File: config.mk
export PLATFORM = sky130hd
export DESIGN_NAME = plist_cell
export DESIGN_NICKNAME = d
export VERILOG_FILES = /design/src/design/plist_pkg.sv /design/src/design/plist_cell.sv
export SDC_FILE = /design/constraint.sdc
export NUM_CORES = 1
export LEC_CHECK = 0
export ABC_AREA = 1
export BUFFER_PORTS_ARGS = -buffer_cell sky130_fd_sc_hd__buf_2
export CAP_MARGIN = 25
export CORE_AREA = 5 5 74 76
export CTS_BUF_LIST = sky130_fd_sc_hd__clkbuf_16
export DETAILED_ROUTE_END_ITERATION = 16
export DIE_AREA = 0 0 79 81
export HOLD_SLACK_MARGIN = 0.06
export PLACE_DENSITY_LB_ADDON = 0.3
export SLEW_MARGIN = 30
export SYNTH_ARGS = -nofsm -noshare
export SYNTH_HDL_FRONTEND = slang
export SYNTH_SLANG_ARGS = --single-unit
export TNS_END_PERCENT = 20
File: constraint.sdc
create_clock -name clk -period 2.2 [get_ports clk]
set_input_delay 0.44 -clock clk [delete_from_list [all_inputs] [get_ports clk]]
set_output_delay 0.44 -clock clk [all_outputs]
set_load 0.02 [all_outputs]
File: src/design/plist_pkg.sv
// Shared definitions for the positional list: field widths, operation and
// status codes, and the control word broadcast to the row of list cells.
// No dependencies.
package plist_pkg;

    localparam int CAPACITY_DEF = 64;
    localparam int POS_W        = 8;
    localparam int DATA_W       = 32;
    localparam int STATUS_W     = 2;
    localparam int COUNT_OUT_W  = 7;
    localparam int S_TDATA_W    = 40;
    localparam int M_TDATA_W    = 40;

    localparam logic KIND_INSERT = 1'b0;
    localparam logic KIND_DELETE = 1'b1;

    localparam logic [STATUS_W-1:0] ST_OK      = 2'd0;
    localparam logic [STATUS_W-1:0] ST_BAD_POS = 2'd1;
    localparam logic [STATUS_W-1:0] ST_EMPTY   = 2'd2;
    localparam logic [STATUS_W-1:0] ST_FULL    = 2'd3;

    // Operation seen by every cell in the cycle of a transfer.
    typedef struct packed {
        logic             do_insert;
        logic             do_delete;
        logic [POS_W-1:0] index;     // zero-based target slot
    } cell_op_t;

endpackage

File: src/design/plist_cell.sv
// One slot of the positional list. On an insert it loads the new value or
// takes its left neighbor's entry; on a delete it takes its right neighbor's.
// Depends on plist_pkg.
module plist_cell #(
    parameter int IDX = 0
) (
    input  logic                           clk,
    input  plist_pkg::cell_op_t            op,
    input  logic [plist_pkg::DATA_W-1:0]   new_value,
    input  logic [plist_pkg::DATA_W-1:0]   left_value,
    input  logic [plist_pkg::DATA_W-1:0]   right_value,
    output logic [plist_pkg::DATA_W-1:0]   value
);
    import plist_pkg::*;

    logic [DATA_W-1:0] value_reg;
    logic [DATA_W-1:0] value_next;
    logic              at_target;
    logic              past_target;

    assign at_target   = (op.index == POS_W'(IDX));
    assign past_target = (op.index <  POS_W'(IDX));

    always_comb
    begin
        value_next = value_reg;
        priority if (op.do_insert && at_target)
        begin
            value_next = new_value;
        end
        else if (op.do_insert && past_target)
        begin
            value_next = left_value;
        end
        else if (op.do_delete && (at_target || past_target))
        begin
            value_next = right_value;
        end
    end

    always_ff @(posedge clk)
    begin
        value_reg <= value_next;
    end

    assign value = value_reg;

endmodule

==> flow_summary_export.csv <==
group,metric,value,unit
run_status,status,"completed",
sta,setup-tns-final,0,ns
grt,antenna_found_initial,0,
sta,hold_viol_final,0,
sta,period_minus_slack,1.59,ns
synth,synth_flop_cell,"edfxtp_1",
layout,drive_above_1_share,46.1,%
job,maxCapViolations,0,
sta,fmax,630,MHz
clocking,numCtsBuffers,5,
clocking,cts.sinks,32,
grt,grt_pass1_wl,6260,um
die,die_x,79,um
synth,synthesis.nets,255,
synth,async_flop_share,0,%
synth,post-synth-top-area-cell,"edfxtp_1",
detailed_routing,drtAntennaViolNets,0,
detailed_routing,dr.pass1.iters,5,
clocking,cts_tree,"built",
synth,synth_common_cells,"nand2_1, edfxtp_1, nand3_1",
grt,track_usage,12.6,%
synth,synth_top_area_share,64.6,%
synth,syn-cell-area,1490,sq um
synth,syn_inst,148,
detailed_routing,viasPerCell,4.46,
worst_setup_path,cp_max_fo,16,
synth,yosys_register_bits,32,
grt,grt_pass1_vias,1332,
synth,syn_avg_cell_area,10.1,sq um
sta,final-setup-viol-count,0,
synth,seq_area_frac_synth,64.6,%
place,gp_congestion,0.720,
grt,overflow,0,
die,start_util,31.9,%
layout,largest_reg_flops,32,
clocking,clockBufferDepth,2,
clocking,cts-hold-fix-buffers,0,
sta,slew_headroom,77.3,%
synth,ys.warnings.count,0,
synth,yosysMostFrequentCell,"nand2_1",
worst_hold_path,hold_path_class,"input port to flop",
worst_setup_path,required,2.15,ns
worst_setup_path,crit_slowest_cell,"nor2_4",
pwr,powerDensity,636,nW/um^2
layout,fillers,462,
worst_setup_path,crit_top_cell,"nand2_1",
layout,area_growth,47.4,%
sta,report.final.slew_viol_count,0,
worst_setup_path,endpoint_kind,"flop",
clocking,cts_root_buf,"clkbuf_16",
sta,worstMarginPinSlew,0.340,ns
worst_setup_path,critPathLaunchType,"input port",
layout,diodes,0,
pwr,leakagePower,1.10,nW
grt,grt_max_degree,33,
synth,synthTopCellsByArea,"edfxtp_1, nand2_1, nand3_1",
sta,period_share,72.2,%
layout,utilization,47.1,%
detailed_routing,num_vias,1392,
detailed_routing,drt_wl_total,4090,um
die,die_h,81,um
clocking,cts_setup_buffers,0,
detailed_routing,drc_errors,0,
die,boundaryPins,139,
clocking,ctsResizeCount,0,
clocking,cts-htree-levels,2,
synth,synth_edf_count,32,
detailed_routing,wl_per_cell,13.1,um
pwr,ir_drop,0.220,mV
place,port-buffer-count,106,
synth,ys_types,10,
layout,layout.nets,364,
worst_setup_path,crit_chain,"buf_2, nor2_1, nand2_1, nor2_4, nand2_4, nand2_1, buf_4",
detailed_routing,drt_iter0_markers,66,
sta,rsz0062_at_grt,"false",
place,hpwl,3120,um
pwr,total_power,1.40,mW
die,die_area,6400,sq um
worst_setup_path,crit_type,"input port to flop",
clocking,cts.reportedPaths.clkPinSlew,0.05,ns
worst_setup_path,max_stage_delay,0.30,ns
die,core_region_area,4660,sq um
die,rows,25,
worst_setup_path,arrival,1.54,ns
==> through the flow <==
step | hold slack, ns | std cells | instance area (sq um) | setup slack, ns
after global placement | 0.701 | 304 | 2060 | 0.324
after detailed placement | 0.706 | 304 | 2060 | 0.314
after CTS | 0.433 | 312 | 2190 | 0.592
after floorplan | 0.619 | 148 | 1490 | 0.0843
after global routing | 0.440 | 312 | 2190 | 0.477
final | 0.438 | 312 | 2190 | 0.612
==> path summary, 6_finish.rpt <==
| kind | from | to | depth (start not counted) |
|---|---|---|---|
| min | right_value[7] | value[7] | 3 |
| max | op[1] | value[19] | 7 |
==> placed cells by master (no fill, tap or decap), drive strengths merged <==
cell,count
inv,2
nor2,5
edfxtp,32
buf,112
nand2,69
clkinv,1
nand3,32
clkbuf,5
==> cell families (layout without fill, tap and decap cells) <==
kind of cell	count (synthesis)	in the layout	share of synthesized area, %
buf+inv	10	120	4.96
simple gates	106	106	30.4
flops	32	32	64.6
==> power by group <==
| group | switching (mW) | internal [mW] |
|---|---|---|
| logic | 0.0491 | 0.0613 |
| registers | 0.000463 | 0.675 |
| clock network | 0.206 | 0.404 |
| total | 0.255 | 1.14 |
==> layer usage <==
metal,GRT usage (%),vias up,wire length (um)
met5,0,-,0
met4,5.50,0,62
met3,2.33,4,300
met2,21.8,54,2090
met1,15.2,618,1640
li1,-,716,-
==> worst max-delay path, delay by kind of cell <==
kind,cells,cell delay [ns]
buf+inv,2,0.34
simple gates,5,0.75
==> area by class of cell <==
cell class	instances	area (sq um)	area share, %
Clock inverter	3	11.3	0.513
Timing Repair Buffer	112	576	26.2
Multi-Input combinational cell	106	453	20.7
Clock buffer	5	125	5.70
Tap cell	54	67.6	3.08
Sequential cell	32	961	43.8
(Power assumes the default switching activity.)
